`src/hdl/pls_pkg.sv`:
```
// ----------------------------------------------------------------------------
// pls_pkg
// Shared types and constants of the positional list store: payload structs,
// operation and status codes, and the controller/datapath interface.
// ----------------------------------------------------------------------------
package pls_pkg;

	localparam int CAPACITY_DEF = 16;
	localparam int VALUE_W      = 32;
	localparam int POS_W        = 5;

	typedef enum logic [1:0] {
		OP_INSERT = 2'd0,
		OP_REMOVE = 2'd1,
		OP_SET    = 2'd2,
		OP_GET    = 2'd3
	} op_t;

	typedef enum logic [1:0] {
		ST_OK    = 2'd0,
		ST_FULL  = 2'd1,
		ST_RANGE = 2'd2
	} status_t;

	typedef struct packed {
		op_t                       operation;
		logic signed [VALUE_W-1:0] value;
		logic [POS_W-1:0]          position;
	} in_item_t;

	typedef struct packed {
		status_t                   status;
		logic signed [VALUE_W-1:0] read_value;
		logic [POS_W-1:0]          entry_count;
	} out_item_t;

	typedef enum logic [1:0] {
		RD_AT   = 2'd0,
		RD_PREV = 2'd1,
		RD_NEXT = 2'd2
	} rd_sel_t;

	typedef enum logic {
		WR_SHIFT = 1'b0,
		WR_VAL   = 1'b1
	} wr_sel_t;

	typedef struct packed {
		logic    load;
		logic    rd_en;
		rd_sel_t rd_sel;
		logic    wr_en;
		wr_sel_t wr_sel;
		logic    idx_from_count;
		logic    idx_from_at;
		logic    idx_inc;
		logic    idx_dec;
		logic    rv_capture;
		logic    cnt_inc;
		logic    cnt_dec;
		logic    st_set;
		status_t st_code;
		logic    out_load;
	} cmd_t;

	typedef struct packed {
		op_t  operation;
		logic full;
		logic range_err;
		logic idx_gt_at;
		logic idx_last;
		logic out_busy;
	} sts_t;

endpackage

```
`src/hdl/positional_list_store_unit.sv`:
```
// ----------------------------------------------------------------------------
// positional_list_store_unit
// Ordered store of signed 32-bit values addressed by position, with insert,
// remove, set and get operations and one result per operation.
//
//   Channel   Direction   Handshake               Payload
//   in        input       in_valid / in_ready     pls_pkg::in_item_t
//   out       output      out_valid / out_ready   pls_pkg::out_item_t
//
// Set and every rejected operation finish without a memory read; get reads
// its entry, remove reads and captures its entry, and every entry that moves
// needs one read and one write of the entry memory. Reset clears the entry
// count and the output register's valid; entry contents are not cleared. A
// new transfer is taken while a result still waits; a stalled output holds
// the following result in the datapath.
// ----------------------------------------------------------------------------
module positional_list_store_unit #(
	parameter int CAPACITY = pls_pkg::CAPACITY_DEF
) (
	input  logic               clk,
	input  logic               arst_n,
	input  logic               in_valid,
	output logic               in_ready,
	input  pls_pkg::in_item_t  in_data,
	output logic               out_valid,
	input  logic               out_ready,
	output pls_pkg::out_item_t out_data
);
	import pls_pkg::*;

	cmd_t cmd;
	sts_t sts;

	pls_ctrl u_ctrl (
		.clk      (clk),
		.arst_n   (arst_n),
		.in_valid (in_valid),
		.in_ready (in_ready),
		.sts      (sts),
		.cmd      (cmd)
	);

	pls_dpath #(
		.CAPACITY (CAPACITY)
	) u_dpath (
		.clk       (clk),
		.arst_n    (arst_n),
		.in_data   (in_data),
		.out_valid (out_valid),
		.out_ready (out_ready),
		.out_data  (out_data),
		.cmd       (cmd),
		.sts       (sts)
	);

endmodule

```
`src/hdl/pls_ctrl.sv`:
```
// ----------------------------------------------------------------------------
// pls_ctrl
// Controller of the positional list store. Sequences one operation at a time
// and moves entries one by one through the datapath's entry memory.
// ----------------------------------------------------------------------------
module pls_ctrl (
	input  logic          clk,
	input  logic          arst_n,
	input  logic          in_valid,
	output logic          in_ready,
	input  pls_pkg::sts_t sts,
	output pls_pkg::cmd_t cmd
);
	import pls_pkg::*;

	typedef enum logic [3:0] {
		S_IDLE,
		S_DECIDE,
		S_INS_CHK,
		S_INS_WR,
		S_RM_CAP,
		S_RM_CHK,
		S_RM_WR,
		S_GET_CAP,
		S_FINISH
	} state_t;

	state_t state_q;
	state_t state_nx;

	always_comb begin
		cmd      = '0;
		state_nx = state_q;
		in_ready = 1'b0;
		case (state_q)
			S_IDLE: begin
				in_ready = 1'b1;
				if (in_valid) begin
					cmd.load = 1'b1;
					state_nx = S_DECIDE;
				end
			end
			S_DECIDE: begin
				if (sts.operation == OP_INSERT) begin
					if (sts.full) begin
						cmd.st_set  = 1'b1;
						cmd.st_code = ST_FULL;
						state_nx    = S_FINISH;
					end else begin
						cmd.idx_from_count = 1'b1;
						state_nx           = S_INS_CHK;
					end
				end else if (sts.range_err) begin
					cmd.st_set  = 1'b1;
					cmd.st_code = ST_RANGE;
					state_nx    = S_FINISH;
				end else if (sts.operation == OP_REMOVE) begin
					cmd.rd_en  = 1'b1;
					cmd.rd_sel = RD_AT;
					state_nx   = S_RM_CAP;
				end else if (sts.operation == OP_SET) begin
					cmd.wr_en  = 1'b1;
					cmd.wr_sel = WR_VAL;
					state_nx   = S_FINISH;
				end else begin
					cmd.rd_en  = 1'b1;
					cmd.rd_sel = RD_AT;
					state_nx   = S_GET_CAP;
				end
			end
			S_INS_CHK: begin
				if (sts.idx_gt_at) begin
					cmd.rd_en  = 1'b1;
					cmd.rd_sel = RD_PREV;
					state_nx   = S_INS_WR;
				end else begin
					cmd.wr_en   = 1'b1;
					cmd.wr_sel  = WR_VAL;
					cmd.cnt_inc = 1'b1;
					state_nx    = S_FINISH;
				end
			end
			S_INS_WR: begin
				cmd.wr_en   = 1'b1;
				cmd.wr_sel  = WR_SHIFT;
				cmd.idx_dec = 1'b1;
				state_nx    = S_INS_CHK;
			end
			S_RM_CAP: begin
				cmd.rv_capture  = 1'b1;
				cmd.idx_from_at = 1'b1;
				state_nx        = S_RM_CHK;
			end
			S_RM_CHK: begin
				if (!sts.idx_last) begin
					cmd.rd_en  = 1'b1;
					cmd.rd_sel = RD_NEXT;
					state_nx   = S_RM_WR;
				end else begin
					cmd.cnt_dec = 1'b1;
					state_nx    = S_FINISH;
				end
			end
			S_RM_WR: begin
				cmd.wr_en   = 1'b1;
				cmd.wr_sel  = WR_SHIFT;
				cmd.idx_inc = 1'b1;
				state_nx    = S_RM_CHK;
			end
			S_GET_CAP: begin
				cmd.rv_capture = 1'b1;
				state_nx       = S_FINISH;
			end
			S_FINISH: begin
				if (!sts.out_busy) begin
					cmd.out_load = 1'b1;
					state_nx     = S_IDLE;
				end
			end
			default: begin
				state_nx = S_IDLE;
			end
		endcase
	end

	always_ff @(posedge clk or negedge arst_n) begin
		if (!arst_n) begin
			state_q <= S_IDLE;
		end else begin
			state_q <= state_nx;
		end
	end

endmodule

```
`src/hdl/pls_dpath.sv`:
```
// ----------------------------------------------------------------------------
// pls_dpath
// Datapath of the positional list store: entry memory, entry count, walking
// index, item registers and the output register.
// ----------------------------------------------------------------------------
module pls_dpath #(
	parameter int CAPACITY = pls_pkg::CAPACITY_DEF
) (
	input  logic               clk,
	input  logic               arst_n,
	input  pls_pkg::in_item_t  in_data,
	output logic               out_valid,
	input  logic               out_ready,
	output pls_pkg::out_item_t out_data,
	input  pls_pkg::cmd_t      cmd,
	output pls_pkg::sts_t      sts
);
	import pls_pkg::*;

	localparam int AW = (CAPACITY > 1) ? $clog2(CAPACITY) : 1;
	localparam int CW = $clog2(CAPACITY + 1);
	localparam int EW = (CW > POS_W) ? CW : POS_W;

	logic [VALUE_W-1:0] mem [CAPACITY];

	op_t                op_q;
	logic [VALUE_W-1:0] val_q;
	logic [CW-1:0]      at_q;
	logic               full_q;
	logic               range_q;
	logic [CW-1:0]      cnt_q;
	logic [CW-1:0]      idx_q;
	logic [VALUE_W-1:0] rdata_q;
	logic [VALUE_W-1:0] rv_q;
	status_t            st_q;
	logic               out_valid_q;
	out_item_t          out_q;

	logic [EW-1:0] pos_ext;
	logic [EW-1:0] cnt_ext;
	logic [CW-1:0] idx_prev;
	logic [CW-1:0] idx_next;
	logic [CW:0]   idx_next_w;
	logic [AW-1:0] rd_addr;
	logic [AW-1:0] wr_addr;
	logic [VALUE_W-1:0] wr_data;

	assign pos_ext    = EW'(in_data.position);
	assign cnt_ext    = EW'(cnt_q);
	assign idx_prev   = idx_q - CW'(1);
	assign idx_next   = idx_q + CW'(1);
	assign idx_next_w = {1'b0, idx_q} + (CW + 1)'(1);

	always_comb begin
		case (cmd.rd_sel)
			RD_AT:   rd_addr = at_q[AW-1:0];
			RD_PREV: rd_addr = idx_prev[AW-1:0];
			RD_NEXT: rd_addr = idx_next[AW-1:0];
			default: rd_addr = at_q[AW-1:0];
		endcase
	end

	always_comb begin
		case (cmd.wr_sel)
			WR_SHIFT: begin
				wr_addr = idx_q[AW-1:0];
				wr_data = rdata_q;
			end
			WR_VAL: begin
				wr_addr = at_q[AW-1:0];
				wr_data = val_q;
			end
			default: begin
				wr_addr = idx_q[AW-1:0];
				wr_data = rdata_q;
			end
		endcase
	end

	always_ff @(posedge clk) begin
		if (cmd.wr_en) begin
			mem[wr_addr] <= wr_data;
		end
		if (cmd.rd_en) begin
			rdata_q <= mem[rd_addr];
		end
	end

	always_ff @(posedge clk) begin
		if (cmd.load) begin
			op_q    <= in_data.operation;
			val_q   <= in_data.value;
			full_q  <= (cnt_q >= CW'(CAPACITY));
			range_q <= (pos_ext >= cnt_ext);
			at_q    <= (pos_ext < cnt_ext) ? CW'(pos_ext) : cnt_q;
		end
		if (cmd.idx_from_count) begin
			idx_q <= cnt_q;
		end else if (cmd.idx_from_at) begin
			idx_q <= at_q;
		end else if (cmd.idx_inc) begin
			idx_q <= idx_next;
		end else if (cmd.idx_dec) begin
			idx_q <= idx_prev;
		end
		if (cmd.load) begin
			rv_q <= '0;
		end else if (cmd.rv_capture) begin
			rv_q <= rdata_q;
		end
		if (cmd.load) begin
			st_q <= ST_OK;
		end else if (cmd.st_set) begin
			st_q <= cmd.st_code;
		end
		if (cmd.out_load) begin
			out_q.status      <= st_q;
			out_q.read_value  <= rv_q;
			out_q.entry_count <= cnt_ext[POS_W-1:0];
		end
	end

	always_ff @(posedge clk or negedge arst_n) begin
		if (!arst_n) begin
			cnt_q       <= '0;
			out_valid_q <= 1'b0;
		end else begin
			if (cmd.cnt_inc) begin
				cnt_q <= cnt_q + CW'(1);
			end else if (cmd.cnt_dec) begin
				cnt_q <= cnt_q - CW'(1);
			end
			if (cmd.out_load) begin
				out_valid_q <= 1'b1;
			end else if (out_ready) begin
				out_valid_q <= 1'b0;
			end
		end
	end

	assign sts.operation = op_q;
	assign sts.full      = full_q;
	assign sts.range_err = range_q;
	assign sts.idx_gt_at = (idx_q > at_q);
	assign sts.idx_last  = (idx_next_w >= {1'b0, cnt_q});
	assign sts.out_busy  = out_valid_q && !out_ready;

	assign out_valid = out_valid_q;
	assign out_data  = out_q;

endmodule

```
`config.mk`:
```
export PLATFORM = sky130hd
export DESIGN_NAME = positional_list_store_unit
export DESIGN_NICKNAME = d
export VERILOG_FILES = /design/src/hdl/pls_pkg.sv /design/src/hdl/positional_list_store_unit.sv /design/src/hdl/pls_ctrl.sv /design/src/hdl/pls_dpath.sv
export SDC_FILE = /design/constraint.sdc
export NUM_CORES = 1
export LEC_CHECK = 0
export ABC_AREA = 1
export BUFFER_PORTS_ARGS = -buffer_cell sky130_fd_sc_hd__buf_2
export CAP_MARGIN = 15
export CORE_MARGIN = 2
export CORE_UTILIZATION = 35
export CTS_CLUSTER_DIAMETER = 100
export CTS_CLUSTER_SIZE = 20
export DETAILED_ROUTE_END_ITERATION = 10
export PLACE_DENSITY_LB_ADDON = 0.08
export SLEW_MARGIN = 20
export SYNTH_ARGS = -nofsm -noshare
export SYNTH_HDL_FRONTEND = slang
export SYNTH_SLANG_ARGS = --single-unit
```
`constraint.sdc`:
```
create_clock -name clk -period 5.1 [get_ports clk]
set_input_delay 1.02 -clock clk [delete_from_list [all_inputs] [get_ports clk]]
set_output_delay 1.02 -clock clk [all_outputs]
set_load 0.005 [all_outputs]
```
==> key figures <==
Yosys
  – Ys flop type: edfxtp_1
  – Synth top area share: 65.67%
  – Syn Inst Count: 2,551
  – Netlist Area Pre-Place: 28,760 µm²
  – FFs w/ async S/R, synth: 1.486%
  – Cell taking the most area after synthesis: edfxtp_1
  – Post-synthesis sequential area ratio: 68.91%
  – Synth Area per Inst: 11.28 µm²
  – Ys Warns: 0
  – #FFs+latches synth: 673
  – Number of synthesized flops with an enable pin: 629
  – Mapped Nets: 2,619
  – Cell variety after synth: 35
  – Top cells by area, synth: edfxtp_1, nand2_1, nand3_1, nand3b_1, inv_1

Setup path
  – Setup crit start: u_dpath.idx_q[0]
  – Setup CP Type: flip-flop to flip-flop
  – Crit path to: u_dpath.rdata_q[30]
  – Critical Path Slowest Stage Cell: o21ai_4
  – R2R Path Start: u_dpath.idx_q[0]
  – Crit. End Element: flip-flop
  – Setup crit start kind: flip-flop
  – Worst path max stage delay: 0.71 ns
  – CP Data Arrival Time: 4.81 ns
  – Crit-path cells: ha_1 -> nand3_1 -> xor2_1 -> inv_1 -> ha_1 -> nand2_1 -> nand2_1 -> nor2_1 -> nand2_1 -> nor2_1 -> inv_1 -> ha_1 -> inv_2 -> o21ai_4 -> inv_2 -> buf_12 -> nand3_1 -> nand3_1 -> nand2_1
  – R2R Setup Slk: 0.73 ns
  – Reg-to-reg endpoint: u_dpath.rdata_q[30]
  – R2R cell count: 19
  – CP required: 5.54 ns
  – Critical path's most frequent cell: nand2_1
  – Critical Path Fanout Max: 52

STA
  – Worst-Margin Slew: 1.001 ns
  – Max-slew violations: 0
  – Final period utilization: 85.73%
  – RSZ-0062 raised after global routing: false
  – Setup violators final: 0
  – Rel. slew slack: 33.10%
  – Tmin final: 4.372 ns
  – Final WS setup: 0.7278 ns
  – Final hold vios: 0
  – FMAX: 228.7 MHz
  – Clk_skew: 0.02040 ns
  – Setup TNS: 0 ns

Global routing
  – Gr ovfl total: 0
  – First-pass GRT wire length: 122.6 mm
  – Largest net degree at the start of global routing: 129
  – GRT Overall Usage: 19.59%
  – Vias in the first global route: 18,344
  – Initial antenna violation count: 2

Die
  – Die Y: 290.7 µm
  – Core Region: 81,720 µm²
  – I/O pins: 84
  – Die width: 290.7 µm
  – Starting density of the core: 35.20%
  – # rows: 105
  – Die area: 84,490 µm²

Pwr
  – Final Power: 17,300 µW
  – Max VDD drop: 440.1 µV
  – Power Dens Cells: 544.0 nW/µm²
  – Leak pwr: 0.01202 µW

Routing
  – Wire per inst: 22.73 µm
  – DR vias/cell: 5.041
  – Drt total wl: 83.46 mm
  – Drt drc: 0
  – Antenna Nets Post-Route: 0
  – Total number of vias: 18,509
  – Starting DRT DRC Count: 1,487
  – DR pass1 iterations: 5

Clocking
  – Number of setup buffers added after CTS: 0
  – Sinks on Clock Net: 673
  – Max clock buf depth: 3
  – CTS H-tree depth: 2
  – CTS clk-pin slew, worst paths: 0.09 ns
  – Root buffer cell: clkbuf_16
  – Post-CTS Hold Buffers: 0
  – CTS tree: built
  – Post-cts repair resize count: 0
  – CTS Buf Count: 39
  – Clock Latency Late Sink: 0.59 ns

Place
  – Dpl hpwl: 41.82 mm
  – I/O Buffers: 83
  – Routability Congestion: 0.7710
  – Pre-CTS setup slack: 0.7636 ns

Job
  – Number of max-cap violations: 0

Outcome
  – Status: completed

Hold path
  – Hold crit path type: input port to async pin

Finish
  – Nets@finish: 2,640
  – Share of cells above drive strength 1: 8.651%
  – Area growth, synth to finish: 10.59%
routing by layer:
| layer | share of wire (%) | track usage, % |
|---|---|---|
| met1 | 46 | 27.25 |
| met2 | 47 | 32.85 |
| met3 | 4.5 | 1.988 |
| met4 | 2.3 | 5.042 |
| met5 | 0 | 0 |
critical path, delay by kind of cell, from the launching register on:
kind | cells | cell delay (ns)
compound gates | 1 | 0.71
xor+xnor | 1 | 0.14
fa+ha+maj | 3 | 0.93
buf+inv | 5 | 1.03
flops | 1 | 0.50
simple gates | 9 | 0.84
cell usage in the layout (no fill, tap or decap), types with 3 or more instances in the layout:
cell and n:
dfxtp_1 34, a21oi_1 40, o21ai_0 26, nand2_1 699, buf_2 83, ha_1 24, inv_1 217, clkbuf_1 27
nand3_1 470, nand2_2 7, edfxtp_1 629, buf_4 22, o22ai_1 5, nand2_4 5, clkbuf_16 41, nor2_1 14
nand4_1 5, nor3_1 3, nand3b_1 162, buf_12 24, inv_2 5, dfrtp_1 10, nor2_4 19, nand3_2 5
xor2_1 7
cell families (layout without fill, tap and decap cells):
family	Yosys count	count (layout)	share of synthesized area (%)
DFF	673	673	68.91
xor gates and xnor gates	8	8	0.2697
and+or+nand+nor	1394	1394	22.77
buffers and inverters	372	422	5.451
other	0	1	0
adders and majority gates	25	25	1.114
AOI/OAI and AO/OA	79	79	1.488
flip-flops by register name, indices dropped and copies added, names as in the netlist:
signal	count
u_dpath.full_q	1
u_dpath.range_q	1
u_ctrl.state_q	4
u_dpath.out_data	39
u_dpath.cnt_ext	5
u_dpath.rdata_q	32
u_dpath.at_q	5
u_dpath.rv_q	32
u_dpath.val_q	32
u_dpath.idx_q	5
u_dpath.op_q	2
u_dpath.out_valid	1
u_dpath.mem	512
u_dpath.st_q	2
Yosys cell counts, types with 24 or more instances:
| library cell | instances |
|---|---|
| nor2_1 | 31 |
| a21oi_1 | 40 |
| nand2_1 | 702 |
| nand3b_1 | 162 |
| nand3_1 | 470 |
| o21ai_0 | 26 |
| ha_1 | 24 |
| clkbuf_1 | 34 |
| buf_2 | 103 |
| edfxtp_1 | 629 |
| dfxtp_1 | 34 |
| inv_1 | 218 |
how the worst min path moves through the flow:
stage,start,end,cells past startpoint
final,arst_n,u_dpath.cnt_ext[2],1
after global routing,arst_n,u_dpath.cnt_ext[2],1
after CTS,arst_n,u_dpath.cnt_ext[2],1
after detailed placement,u_dpath.rv_q[13],u_dpath.out_data[18],0
after global placement,u_dpath.rv_q[3],u_dpath.out_data[8],0
after floorplan,u_dpath.rv_q[5],u_dpath.out_data[10],0
metrics by stage:
stage,area [µm²],util (%),hold WS (ns),instances
floorplan,28760,-,0.4086,2551
detailed placement,30640,37.49,0.4161,3601
finish,31810,38.93,0.2878,3672
global placement,30640,37.49,0.4158,3601
CTS,31810,38.92,0.2605,3671
global route,31810,38.92,0.2914,3671
power breakdown:
group	total (µW)	internal, µW	leakage (µW)	switching (µW)
Clock	3370	1580	0.000558	1790
Sequential	7760	7450	0.00610	308
Combinational	6180	1700	0.00537	4480
layout make-up:
| type | count | area (µm²) |
|---|---|---|
| Inverter | 223 | 842.1 |
| Sequential cell | 673 | 19820 |
| Multi-Input combinational cell | 1506 | 7575 |
| Antenna cell | 1 | 2.502 |
| Tap cell | 1070 | 1339 |
| Timing Repair Buffer | 129 | 1061 |
| Clock inverter | 1 | 30.03 |
| Fill cell | 7850 | 49910 |
| Clock buffer | 69 | 1141 |
No activity file was read; power rests on OpenSTA's default activity.
